## config.mk

```make
export PLATFORM = sky130hd
export DESIGN_NAME = assembly_source_tokenizer_core
export DESIGN_NICKNAME = d
export VERILOG_FILES = /design/src/sv/ast_pkg.sv /design/src/sv/assembly_source_tokenizer_core.sv /design/src/sv/ast_scan.sv /design/src/sv/ast_outq.sv
export SDC_FILE = /design/constraint.sdc
export NUM_CORES = 1
export LEC_CHECK = 0
export ABC_AREA = 1
export ABC_CLOCK_PERIOD_IN_PS = 9000
export BUFFER_PORTS_ARGS = -buffer_cell sky130_fd_sc_hd__buf_2
export CORE_ASPECT_RATIO = 1.1
export CORE_UTILIZATION = 43
export CTS_CLUSTER_SIZE = 25
export DETAILED_ROUTE_END_ITERATION = 7
export MAX_ROUTING_LAYER = met4
export PLACE_DENSITY = 0.66
export REMOVE_ABC_BUFFERS = 1
export SYNTH_ARGS = -nofsm -noshare
export SYNTH_HDL_FRONTEND = slang
export SYNTH_HIERARCHICAL = 1
export SYNTH_SLANG_ARGS = --single-unit
```

## constraint.sdc

```tcl
create_clock -name clk -period 9 [get_ports clk]
set_input_delay 0.45 -clock clk [delete_from_list [all_inputs] [get_ports clk]]
set_output_delay 0.45 -clock clk [all_outputs]
set_load 0.01 [all_outputs]
```

## src/sv/ast_pkg.sv

```systemverilog
`default_nettype none
// ----------------------------------------------------------------------------
// ast_pkg
// Shared types and constants of the assembly source tokeniser.
// ----------------------------------------------------------------------------
package ast_pkg;

	localparam int AST_POS_WIDTH = 16;
	localparam int AST_Q_DEPTH   = 3;

	localparam logic [7:0] CH_NUL   = 8'h00;
	localparam logic [7:0] CH_TAB   = 8'h09;
	localparam logic [7:0] CH_LF    = 8'h0A;
	localparam logic [7:0] CH_CR    = 8'h0D;
	localparam logic [7:0] CH_SP    = 8'h20;
	localparam logic [7:0] CH_PCT   = 8'h25;
	localparam logic [7:0] CH_MINUS = 8'h2D;
	localparam logic [7:0] CH_DOT   = 8'h2E;
	localparam logic [7:0] CH_SEMI  = 8'h3B;
	localparam logic [7:0] CH_AT    = 8'h40;

	typedef enum logic [3:0] {
		M_IDLE,
		M_COMMENT,
		M_REG_EMPTY,
		M_REG,
		M_LAB_EMPTY,
		M_LAB,
		M_WORD,
		M_NUM_INT,
		M_NUM_FRAC,
		M_NEWLINE,
		M_ERROR
	} scan_mode_t;

	typedef enum logic [2:0] {
		TK_END,
		TK_NUMBER,
		TK_REGISTER,
		TK_NEWLINE,
		TK_WORD,
		TK_LABEL,
		TK_ERROR
	} tok_kind_t;

	typedef enum logic [1:0] {
		ERR_NONE,
		ERR_EMPTY_NAME,
		ERR_INVALID
	} err_kind_t;

	typedef struct packed {
		logic        last;
		logic [15:0] len;
		logic [15:0] col;
		logic [15:0] line;
		err_kind_t   err;
		tok_kind_t   kind;
	} ast_result_t;

	typedef struct packed {
		logic [1:0]  count;
		ast_result_t first;
		ast_result_t second;
	} ast_push_t;

endpackage
`default_nettype wire

```

## src/sv/assembly_source_tokenizer_core.sv

```systemverilog
`default_nettype none
// ----------------------------------------------------------------------------
// assembly_source_tokenizer_core
// Byte-stream tokeniser for assembly source: positions, kinds and lengths.
// ----------------------------------------------------------------------------
// A byte taken is held in an input register and scanned; its results are
// registered in the result queue. One byte per cycle while each byte gives
// at most one result and m_tready stays high; a byte giving two results can
// stall the input, as the single-word output port drains the three-entry result queue.
// Reset: arst_n clears the scanner to line 0, column 0 and empties the queue.
module assembly_source_tokenizer_core
	import ast_pkg::*;
#(
	parameter int POS_WIDTH = AST_POS_WIDTH
) (
	input  wire logic        clk,
	input  wire logic        arst_n,
	input  wire logic        s_tvalid,
	output logic             s_tready,
	input  wire logic [7:0]  s_tdata,   // char_code
	output logic             m_tvalid,
	input  wire logic        m_tready,
	output logic [55:0]      m_tdata,   // token_kind, error_kind, start_line, start_col, token_length
	output logic             m_tlast    // last_of_run
);

	logic        valid_s1;
	logic [7:0]  char_s1;
	logic        fire, room;
	ast_push_t   push;
	ast_result_t head;

	assign fire     = valid_s1 && room;
	assign s_tready = !valid_s1 || room;

	always_ff @(posedge clk or negedge arst_n) begin
		if (!arst_n) begin
			valid_s1 <= 1'b0;
		end else if (s_tready) begin
			valid_s1 <= s_tvalid;
		end
	end

	always_ff @(posedge clk) begin
		if (s_tvalid && s_tready) begin
			char_s1 <= s_tdata;
		end
	end

	ast_scan #(
		.POS_WIDTH(POS_WIDTH)
	) u_scan (
		.clk      (clk),
		.arst_n   (arst_n),
		.fire     (fire),
		.char_code(char_s1),
		.push     (push)
	);

	ast_outq u_outq (
		.clk       (clk),
		.arst_n    (arst_n),
		.push      (push),
		.take      (m_tready),
		.head      (head),
		.head_valid(m_tvalid),
		.room      (room)
	);

	assign m_tdata = {3'b000, head.len, head.col, head.line, head.err, head.kind};
	assign m_tlast = head.last;

endmodule
`default_nettype wire

```

## src/sv/ast_scan.sv

```systemverilog
`default_nettype none
// ----------------------------------------------------------------------------
// ast_scan
// Scanner state and per-byte classification; yields up to two results a byte.
// ----------------------------------------------------------------------------
module ast_scan
	import ast_pkg::*;
#(
	parameter int POS_WIDTH = AST_POS_WIDTH
) (
	input  wire logic       clk,
	input  wire logic       arst_n,
	input  wire logic       fire,
	input  wire logic [7:0] char_code,
	output ast_push_t       push
);

	localparam logic [POS_WIDTH-1:0] POS_MAX = {POS_WIDTH{1'b1}};

	scan_mode_t           mode_q, mode_d;
	logic [POS_WIDTH-1:0] line_q, line_d, col_q, col_d;
	logic [POS_WIDTH-1:0] tline_q, tline_d, tcol_q, tcol_d, tlen_q, tlen_d;
	logic [POS_WIDTH-1:0] adv_line, adv_col;
	logic                 a_v, b_v, go, do_reset;
	tok_kind_t            a_kind, b_kind;
	err_kind_t            a_err, b_err;
	logic [POS_WIDTH-1:0] b_line, b_col, b_len;
	ast_result_t          res_a, res_b;
	logic                 is_digit, is_letter, is_alnum;

	function automatic logic [POS_WIDTH-1:0] sat_inc(input logic [POS_WIDTH-1:0] v);
		return (v == POS_MAX) ? v : v + 1'b1;
	endfunction

	always_comb begin
		is_digit  = char_code inside {[8'h30:8'h39]};
		is_letter = char_code inside {[8'h41:8'h5A], [8'h61:8'h7A]};
		is_alnum  = is_digit || is_letter;
		adv_line  = (char_code == CH_LF) ? sat_inc(line_q) : line_q;
		adv_col   = (char_code == CH_LF) ? '0 : sat_inc(col_q);

		mode_d   = mode_q;
		line_d   = line_q;
		col_d    = col_q;
		tline_d  = tline_q;
		tcol_d   = tcol_q;
		tlen_d   = tlen_q;
		a_v      = 1'b0;
		a_kind   = TK_END;
		a_err    = ERR_NONE;
		b_v      = 1'b0;
		b_kind   = TK_END;
		b_err    = ERR_NONE;
		b_line   = line_q;
		b_col    = col_q;
		b_len    = '0;
		go       = 1'b0;
		do_reset = 1'b0;

		case (mode_q)
			M_ERROR: begin
				if (char_code == CH_NUL) begin
					do_reset = 1'b1;
				end else begin
					line_d = adv_line;
					col_d  = adv_col;
				end
			end
			M_REG_EMPTY, M_LAB_EMPTY: begin
				if (is_alnum) begin
					mode_d = (mode_q == M_REG_EMPTY) ? M_REG : M_LAB;
					tlen_d = sat_inc(tlen_q);
					line_d = adv_line;
					col_d  = adv_col;
				end else begin
					a_v    = 1'b1;
					a_kind = TK_ERROR;
					a_err  = ERR_EMPTY_NAME;
					if (char_code == CH_NUL) begin
						do_reset = 1'b1;
					end else begin
						mode_d = M_ERROR;
						line_d = adv_line;
						col_d  = adv_col;
					end
				end
			end
			M_REG, M_LAB, M_WORD: begin
				if (is_alnum) begin
					tlen_d = sat_inc(tlen_q);
					line_d = adv_line;
					col_d  = adv_col;
				end else begin
					a_v    = 1'b1;
					a_kind = (mode_q == M_REG) ? TK_REGISTER :
					         (mode_q == M_LAB) ? TK_LABEL : TK_WORD;
					go     = 1'b1;
				end
			end
			M_NUM_INT, M_NUM_FRAC: begin
				if (is_digit || (mode_q == M_NUM_INT && char_code == CH_DOT)) begin
					if (!is_digit) begin
						mode_d = M_NUM_FRAC;
					end
					tlen_d = sat_inc(tlen_q);
					line_d = adv_line;
					col_d  = adv_col;
				end else begin
					a_v    = 1'b1;
					a_kind = TK_NUMBER;
					go     = 1'b1;
				end
			end
			M_NEWLINE: begin
				a_v    = 1'b1;
				a_kind = TK_NEWLINE;
				go     = 1'b1;
			end
			M_COMMENT: begin
				if (char_code != CH_LF && char_code != CH_NUL) begin
					line_d = adv_line;
					col_d  = adv_col;
				end else begin
					go = 1'b1;
				end
			end
			default: begin
				go = 1'b1;
			end
		endcase

		if (go) begin
			mode_d = M_IDLE;
			if (char_code == CH_NUL) begin
				b_v      = (line_q != '0) || (col_q != '0);
				do_reset = 1'b1;
			end else if (char_code == CH_SP || char_code == CH_TAB || char_code == CH_CR) begin
				line_d = adv_line;
				col_d  = adv_col;
			end else if (char_code == CH_SEMI) begin
				mode_d = M_COMMENT;
				line_d = adv_line;
				col_d  = adv_col;
			end else if (char_code == CH_PCT || char_code == CH_AT || char_code == CH_LF ||
			             char_code == CH_MINUS || is_digit || is_letter) begin
				if (char_code == CH_PCT) begin
					mode_d = M_REG_EMPTY;
				end else if (char_code == CH_AT) begin
					mode_d = M_LAB_EMPTY;
				end else if (char_code == CH_LF) begin
					mode_d = M_NEWLINE;
				end else if (is_letter) begin
					mode_d = M_WORD;
				end else begin
					mode_d = M_NUM_INT;
				end
				tline_d = line_q;
				tcol_d  = col_q;
				tlen_d  = POS_WIDTH'(1);
				line_d  = adv_line;
				col_d   = adv_col;
			end else begin
				b_v    = 1'b1;
				b_kind = TK_ERROR;
				b_err  = ERR_INVALID;
				b_len  = POS_WIDTH'(1);
				mode_d = M_ERROR;
				line_d = adv_line;
				col_d  = adv_col;
			end
		end

		if (do_reset) begin
			mode_d  = M_IDLE;
			line_d  = '0;
			col_d   = '0;
			tline_d = '0;
			tcol_d  = '0;
			tlen_d  = '0;
		end

		res_a.last = !b_v;
		res_a.len  = 16'(tlen_q);
		res_a.col  = 16'(tcol_q);
		res_a.line = 16'(tline_q);
		res_a.err  = a_err;
		res_a.kind = a_kind;
		res_b.last = 1'b1;
		res_b.len  = 16'(b_len);
		res_b.col  = 16'(b_col);
		res_b.line = 16'(b_line);
		res_b.err  = b_err;
		res_b.kind = b_kind;

		push.count  = {1'b0, a_v} + {1'b0, b_v};
		push.first  = a_v ? res_a : res_b;
		push.second = res_b;
		if (!fire) begin
			push.count = 2'd0;
		end
	end

	always_ff @(posedge clk or negedge arst_n) begin
		if (!arst_n) begin
			mode_q  <= M_IDLE;
			line_q  <= '0;
			col_q   <= '0;
			tline_q <= '0;
			tcol_q  <= '0;
			tlen_q  <= '0;
		end else if (fire) begin
			mode_q  <= mode_d;
			line_q  <= line_d;
			col_q   <= col_d;
			tline_q <= tline_d;
			tcol_q  <= tcol_d;
			tlen_q  <= tlen_d;
		end
	end

endmodule
`default_nettype wire

```

## src/sv/ast_outq.sv

```systemverilog
`default_nettype none
// ----------------------------------------------------------------------------
// ast_outq
// Three-entry result queue taking up to two words a cycle; pops one on take.
// ----------------------------------------------------------------------------
module ast_outq
	import ast_pkg::*;
(
	input  wire logic  clk,
	input  wire logic  arst_n,
	input  wire ast_push_t push,
	input  wire logic  take,
	output ast_result_t head,
	output logic       head_valid,
	output logic       room
);

	ast_result_t slot_q [AST_Q_DEPTH];
	ast_result_t slot_d [AST_Q_DEPTH];
	logic [1:0]  cnt_q, cnt_d, cnt_pop;
	logic        pop;

	always_comb begin
		pop     = (cnt_q != 2'd0) && take;
		cnt_pop = cnt_q - {1'b0, pop};
		cnt_d   = cnt_pop + push.count;
		for (int i = 0; i < AST_Q_DEPTH; i++) begin
			slot_d[i] = slot_q[i];
		end
		for (int i = 0; i < AST_Q_DEPTH - 1; i++) begin
			if (pop) begin
				slot_d[i] = slot_q[i+1];
			end
		end
		for (int i = 0; i < AST_Q_DEPTH; i++) begin
			if (push.count != 2'd0 && 2'(i) == cnt_pop) begin
				slot_d[i] = push.first;
			end else if (push.count == 2'd2 && 2'(i) == cnt_pop + 2'd1) begin
				slot_d[i] = push.second;
			end
		end
	end

	always_ff @(posedge clk or negedge arst_n) begin
		if (!arst_n) begin
			cnt_q <= 2'd0;
		end else begin
			cnt_q <= cnt_d;
		end
	end

	always_ff @(posedge clk) begin
		for (int i = 0; i < AST_Q_DEPTH; i++) begin
			slot_q[i] <= slot_d[i];
		end
	end

	assign head       = slot_q[0];
	assign head_valid = (cnt_q != 2'd0);
	assign room       = (cnt_q <= 2'd1);

endmodule
`default_nettype wire
```

Word level (Yosys, flattened, before mapping)
Memory sizes are Yosys's and may differ from the RTL's. Index checks and enable logic that the tools add are counted.

Bits in latches: 0. Memories: 1. ROM bits: 0. Word-level logic and storage cells: 212. Output and inout bits: 59. RAM bits: 162. Flip-flop bits (word level): 95. Input port bits: 12.

Memories: u_outq.slot_q (words 3, bits a word 54, rd ports 3, clocked after Yosys merged registers in 0, wr ports 3, line ast_outq.sv:18) `ast_result_t slot_q [AST_Q_DEPTH];`.

Reductions and logical operators: 46. Equal/unequal tests: 34. Multiply operators: 0. Muxes and demuxes: 108. Bitwise gates (word level): 0. Shift-type cells: 0. $lt $le $gt $ge: 7. Add/subtract/negate cells: 7. Divide/modulo/power cells: 0.

Operator list (count): $mux 16 (45); $mux 54 (9); $pmux 16 s5 (2); $mux 4 (13); $add 16x1->16 const B (3); $eq 16x16->1 const B (3); $eq 8x6->1 const B (5); $pmux 16 s2 (1); $reduce_bool 16->1 (2); $mux 3 (9); $eq 8x4->1 const B (3); $mux 1 (17); $eq 4x3->1 const B (4); $ge 8x7->1 const B (2); $le 8x7->1 const B (2); $logic_and 1x1->1 (14); $mux 2 (7); $eq 4x4->1 const B (3); $pmux 3 s4 (1); $logic_or 1x1->1 (11); $reduce_bool 2->1 (5); $eq 4x2->1 const B (2); $eq 8x7->1 const B (1); $ge 8x6->1 const B (1); other kinds (29) (37).

Logic depth before layout (Yosys ltp)
Depth after elaboration: 17. Mapped depth: 23. Mapped depth without buffers: 20.

Modules after synthesis
Netlist, hierarchy kept.

Modules (own cells, without submodules): ast_outq (cells each 1138, area each 9311.4 µm², times used 1, sequential area each 4914.7 µm²); ast_scan (cells each 919, area each 6396.1 µm², times used 1, sequential area each 2102.0 µm²); assembly_source_tokenizer_core (cells each 20, area each 319.1 µm², times used 1, sequential area each 265.3 µm²).

Least setup slack after synthesis
OpenSTA, ideal clock, no wires.

Path type: flip-flop to flip-flop. Start point: register, netlist name char_s1[4]. End point: memory u_outq/slot_q[0][108] (netlist bit) (enable). Setup time: 547 ps. Period minus slack after synthesis: 6713 ps. Path buffers: 2. Setup slack: 2287 ps. Data required time: 8453 ps. Stages on the path, launching flop included: 17. Data arrival time: 6167 ps. Cells stage by stage: edfxtp_1 -> inv_1 -> nand2_1 -> nor2_1 -> nand3_1 -> nand3_4 -> nand2_4 -> nor2_8 -> inv_2 -> buf_6 -> buf_6 -> ha_1 -> nand2_1 -> inv_1 -> inv_1 -> nand2_1 -> o31ai_1.

RTL lines (line): end, declared (ast_outq.sv:18).

==> results by group <==
Hold path
  • Hold path depth: 1
  • Worst hold path type: in2reg

Yosys
  • Largest family of logic cells by synthesized area: simple AND/OR/NAND/NOR gates
  • Synth Area in Simple Gates: 0.305
  • Share of Yosys cell area claimed by the top area cell type: 0.319
  • Synth area leaders: edfxtp_1, nand2_1, dfrtp_1
  • Mapped Cells: just over 2000
  • Async SR Flop Fraction: 0.339
  • Adder-cell area share of the yosys netlist: 0.00546
  • YS warnings: 6
  • Number of synthesized flops with an enable pin: between 150 and 200
  • Register area share after synthesis: 0.454
  • Yosys cell types: 43
  • Post-synth top area cell: edfxtp_1
  • Most common cell in the netlist: nand2_1
  • Syn Area/Cell: a little under 8 um^2
  • Multiplexer share of the synthesized area: 0
  • Most used DFF post-synth: edfxtp_1
  • Flops & latches, synth: around 260
  • Xor/xnor share of the synthesized area: 0.0104
  • Synth cell count leaders: nand2_1, inv_1, nand3_1
  • Post-synthesis compound-gate area fraction: 0.0840
  • Cell Area, Synth: about 16000 um^2

Timing
  • Slew HR: 0.308
  • Setup TNS Final: 0 ns
  • Fin. Hold Viols: 0
  • Endpoints failing setup: 0
  • Unrepaired setup endpoints after global routing: no
  • Highest clock rate: about 190 MHz
  • Fin. max-slew vios: 0
  • Final worst path period need: ~5.3 ns
  • Measured slew at the worst slew-check pin: about 1.0 ns
  • Setup Skew: 0.00962 ns
  • Period utilisation layout: 0.586

CTS
  • TritonCTS clock tree: done
  • H-tree levels: 1
  • Clock sink count: around 260
  • Clock Pin Slew Worst Setup and Hold Paths: ~0.060 ns
  • Post-CTS Resized: 0
  • Worst-skew pair later-pin latency: roughly 0.57 ns
  • Number of CTS-inserted buffers: 29
  • Root buf cell: clkbuf_16
  • CTS Buffer Depth: 3

Setup path
  • Crit path arrival time: 5.53 ns
  • CP max stage cell: nand3_2
  • Maximum fanout along the worst path: 56
  • Worst path most repeated cell: nand2_2
  • CP Capture Point: u_outq/slot_q[0][98]
  • Crit end category: flop
  • Reg2reg start: char_s1[1]
  • Worst setup path start: char_s1[1]
  • Worst Path Required: about 9 ns
  • Critical path, cell by cell: nor2_2 > nand2_2 > nor2_4 > inv_2 > nand2_2 > nand2_2 > nand3_1 > nor2_1 > nor3_1 > ha_1 > nand2_1 > inv_1 > nor2_1 > nand3b_1 > buf_4 > nand3_2 > buf_4
  • Flop2flop setup slack: around 3.7 ns
  • WS Path Type: reg2reg
  • Reg-to-Reg End: u_outq/slot_q[0][98]
  • Reg2reg path depth: 17
  • Crit path largest cell delay: roughly 0.75 ns
  • CP Launch Type: flop

Global route
  • GRT Total Usage: 0.237
  • Overflow after GRT: 0
  • Initial antenna violation count: 0
  • First-pass GRT wire length: roughly 69000 um
  • Vias in the first global route: between 10000 and 15000
  • Largest net degree at the start of global routing: 66

Outcome
  • Status: finished clean

Pwr
  • Leak pwr: 7.69 nW
  • Worst vdd ir: between 0.0002 and 0.0003 V
  • Power Density: around 350 nW/um^2
  • Design Power: 0.00599 W

Floorplan
  • Row count: 73
  • IO Pins: slightly above 70
  • Core area: between 30000 and 40000 um^2
  • Die area: approximately 38000 um^2
  • Die width: 186 um
  • Die height: about 200 um
  • Starting density of the core: 0.440

Placement
  • DPL Wire Length: between 20000 and 30000 um
  • Placer Congestion: between 0.8 and 0.9
  • Input/output buffers: 67

Drt
  • DRT iter0 DRCs: between 1000 and 1500
  • Vias: approximately 13000
  • # DRC: 0
  • Final ANT Viol Nets: 0
  • Drt pass-1 iters: 6
  • WL/cell: ~17 um
  • DR vias/cell: 5.33
  • Drt total wl: ~43000 um

Layout
  • FF/Latch Area: roughly 7300 um^2
  • Area grow syn2layout: 6.04%
  • Share of post-route cells with drive strength above 1: 0.118
  • Area of the multi-input gates: ~6600 um^2
  • Filler Cells Inserted: 3562
  • N_diodes: 0
  • Nets: approximately 2000

Job
  • Maxcap violations: 0
cell usage in the layout (no fill, tap or decap), types with 3 or more instances in the layout:
cell,count
clkbuf_16,30
dfrtp_1,87
o21ai_2,54
clkinv_2,5
o2111ai_1,8
inv_1,270
buf_4,18
clkinv_1,4
nor2_1,143
o21ai_1,11
nor2_4,4
nor3_1,17
nand2_1,601
ha_1,6
clkbuf_8,3
inv_2,9
xor2_1,19
a21oi_1,66
nand2_4,4
clkbuf_1,8
o22ai_1,11
edfxtp_1,170
o21ai_0,56
bufinv_16,3
nand3_4,4
nand3_1,220
conb_1,21
nand2_2,21
buf_2,66
nand4_1,76
nand3_2,6
nor2_2,7
layout make-up:
cell class,instances,share of cell area
clock inverter,12,0.00788
sequential,257,0.428
multi-input combinational,1372,0.390
clock buffer,41,0.0484
timing repair buffer,85,0.0280
inverter,280,0.0618
tap,487,0.0359
through the flow:
step	worst slack, ns	area, um^2	cells	hold slack (ns)	util
floorplan	1.77	14900	1909	0.154	-
global placement	3.91	16000	2480	0.465	0.440
detailed placement	3.82	16000	2480	0.466	0.440
CTS	3.80	17000	2534	0.0245	0.466
global route	3.43	17000	2534	0.0371	0.466
finish	3.72	17000	2534	0.0560	0.466
how the worst min path moves through the flow:
stage                           from          endpoint  slack [ns]
after floorplan               arst_n   u_outq/cnt_q[0]        0.15
after global placement        arst_n  u_scan/mode_q[2]        0.46
after detailed placement      arst_n  u_scan/mode_q[2]        0.47
after CTS                 s_tdata[2]        char_s1[2]        0.02
after global routing      s_tdata[2]        char_s1[2]        0.04
final                     s_tdata[2]        char_s1[2]        0.06
sequential cells by signal (all words and copies together) (netlist names):
| signal | count |
|---|---|
| char_s1 | 8 |
| u_scan/tline_q | 16 |
| u_scan/b_col | 16 |
| u_outq/cnt_q | 2 |
| u_outq/slot_q | 162 |
| u_scan/mode_q | 4 |
| valid_s1 | 1 |
| u_scan/b_line | 16 |
| u_scan/tcol_q | 16 |
| u_scan/tlen_q | 16 |
power breakdown:
group | switching, W | internal, W | total, W
clock | 0.000494 | 0.000717 | 0.00121
combinational | 0.00199 | 0.000674 | 0.00266
sequential | 0.000172 | 0.00194 | 0.00211
total | 0.00265 | 0.00333 | 0.00599
what timing repair did:
item / 4_1_cts / 5_1_grt
setup buffers: 0 / 0
hold buffers: 1 / 0
hold endpoints to repair: 32 / 0
worst max-delay path, delay by kind of cell (launching register included):
family        cells  cell delay, ns
buf+inv           4            1.75
flops             1            0.47
simple gates     12            2.48
fa+ha+maj         1            0.25
cell families (layout without fill, tap and decap cells):
family          after synthesis  count (layout)
buf+inv                     466             418
simple gates               1111            1111
xor+xnor                     19              19
flops                       257             257
other cells                   3              21
fa+ha+maj                     7               7
compound gates              214             214
layer usage:
layer | part of all wire | GRT usage | vias up | wire length (um)
met2 | 0.47 | 0.376 | 522 | 20300
met1 | 0.43 | 0.317 | 6356 | 18900
li1 | - | - | 6541 | -
met4 | 0.024 | 0.0744 | 0 | 1040
met3 | 0.075 | 0.0258 | 79 | 3260
met5 | 0 | - | - | 0
Power figures use the tool's default switching activity.
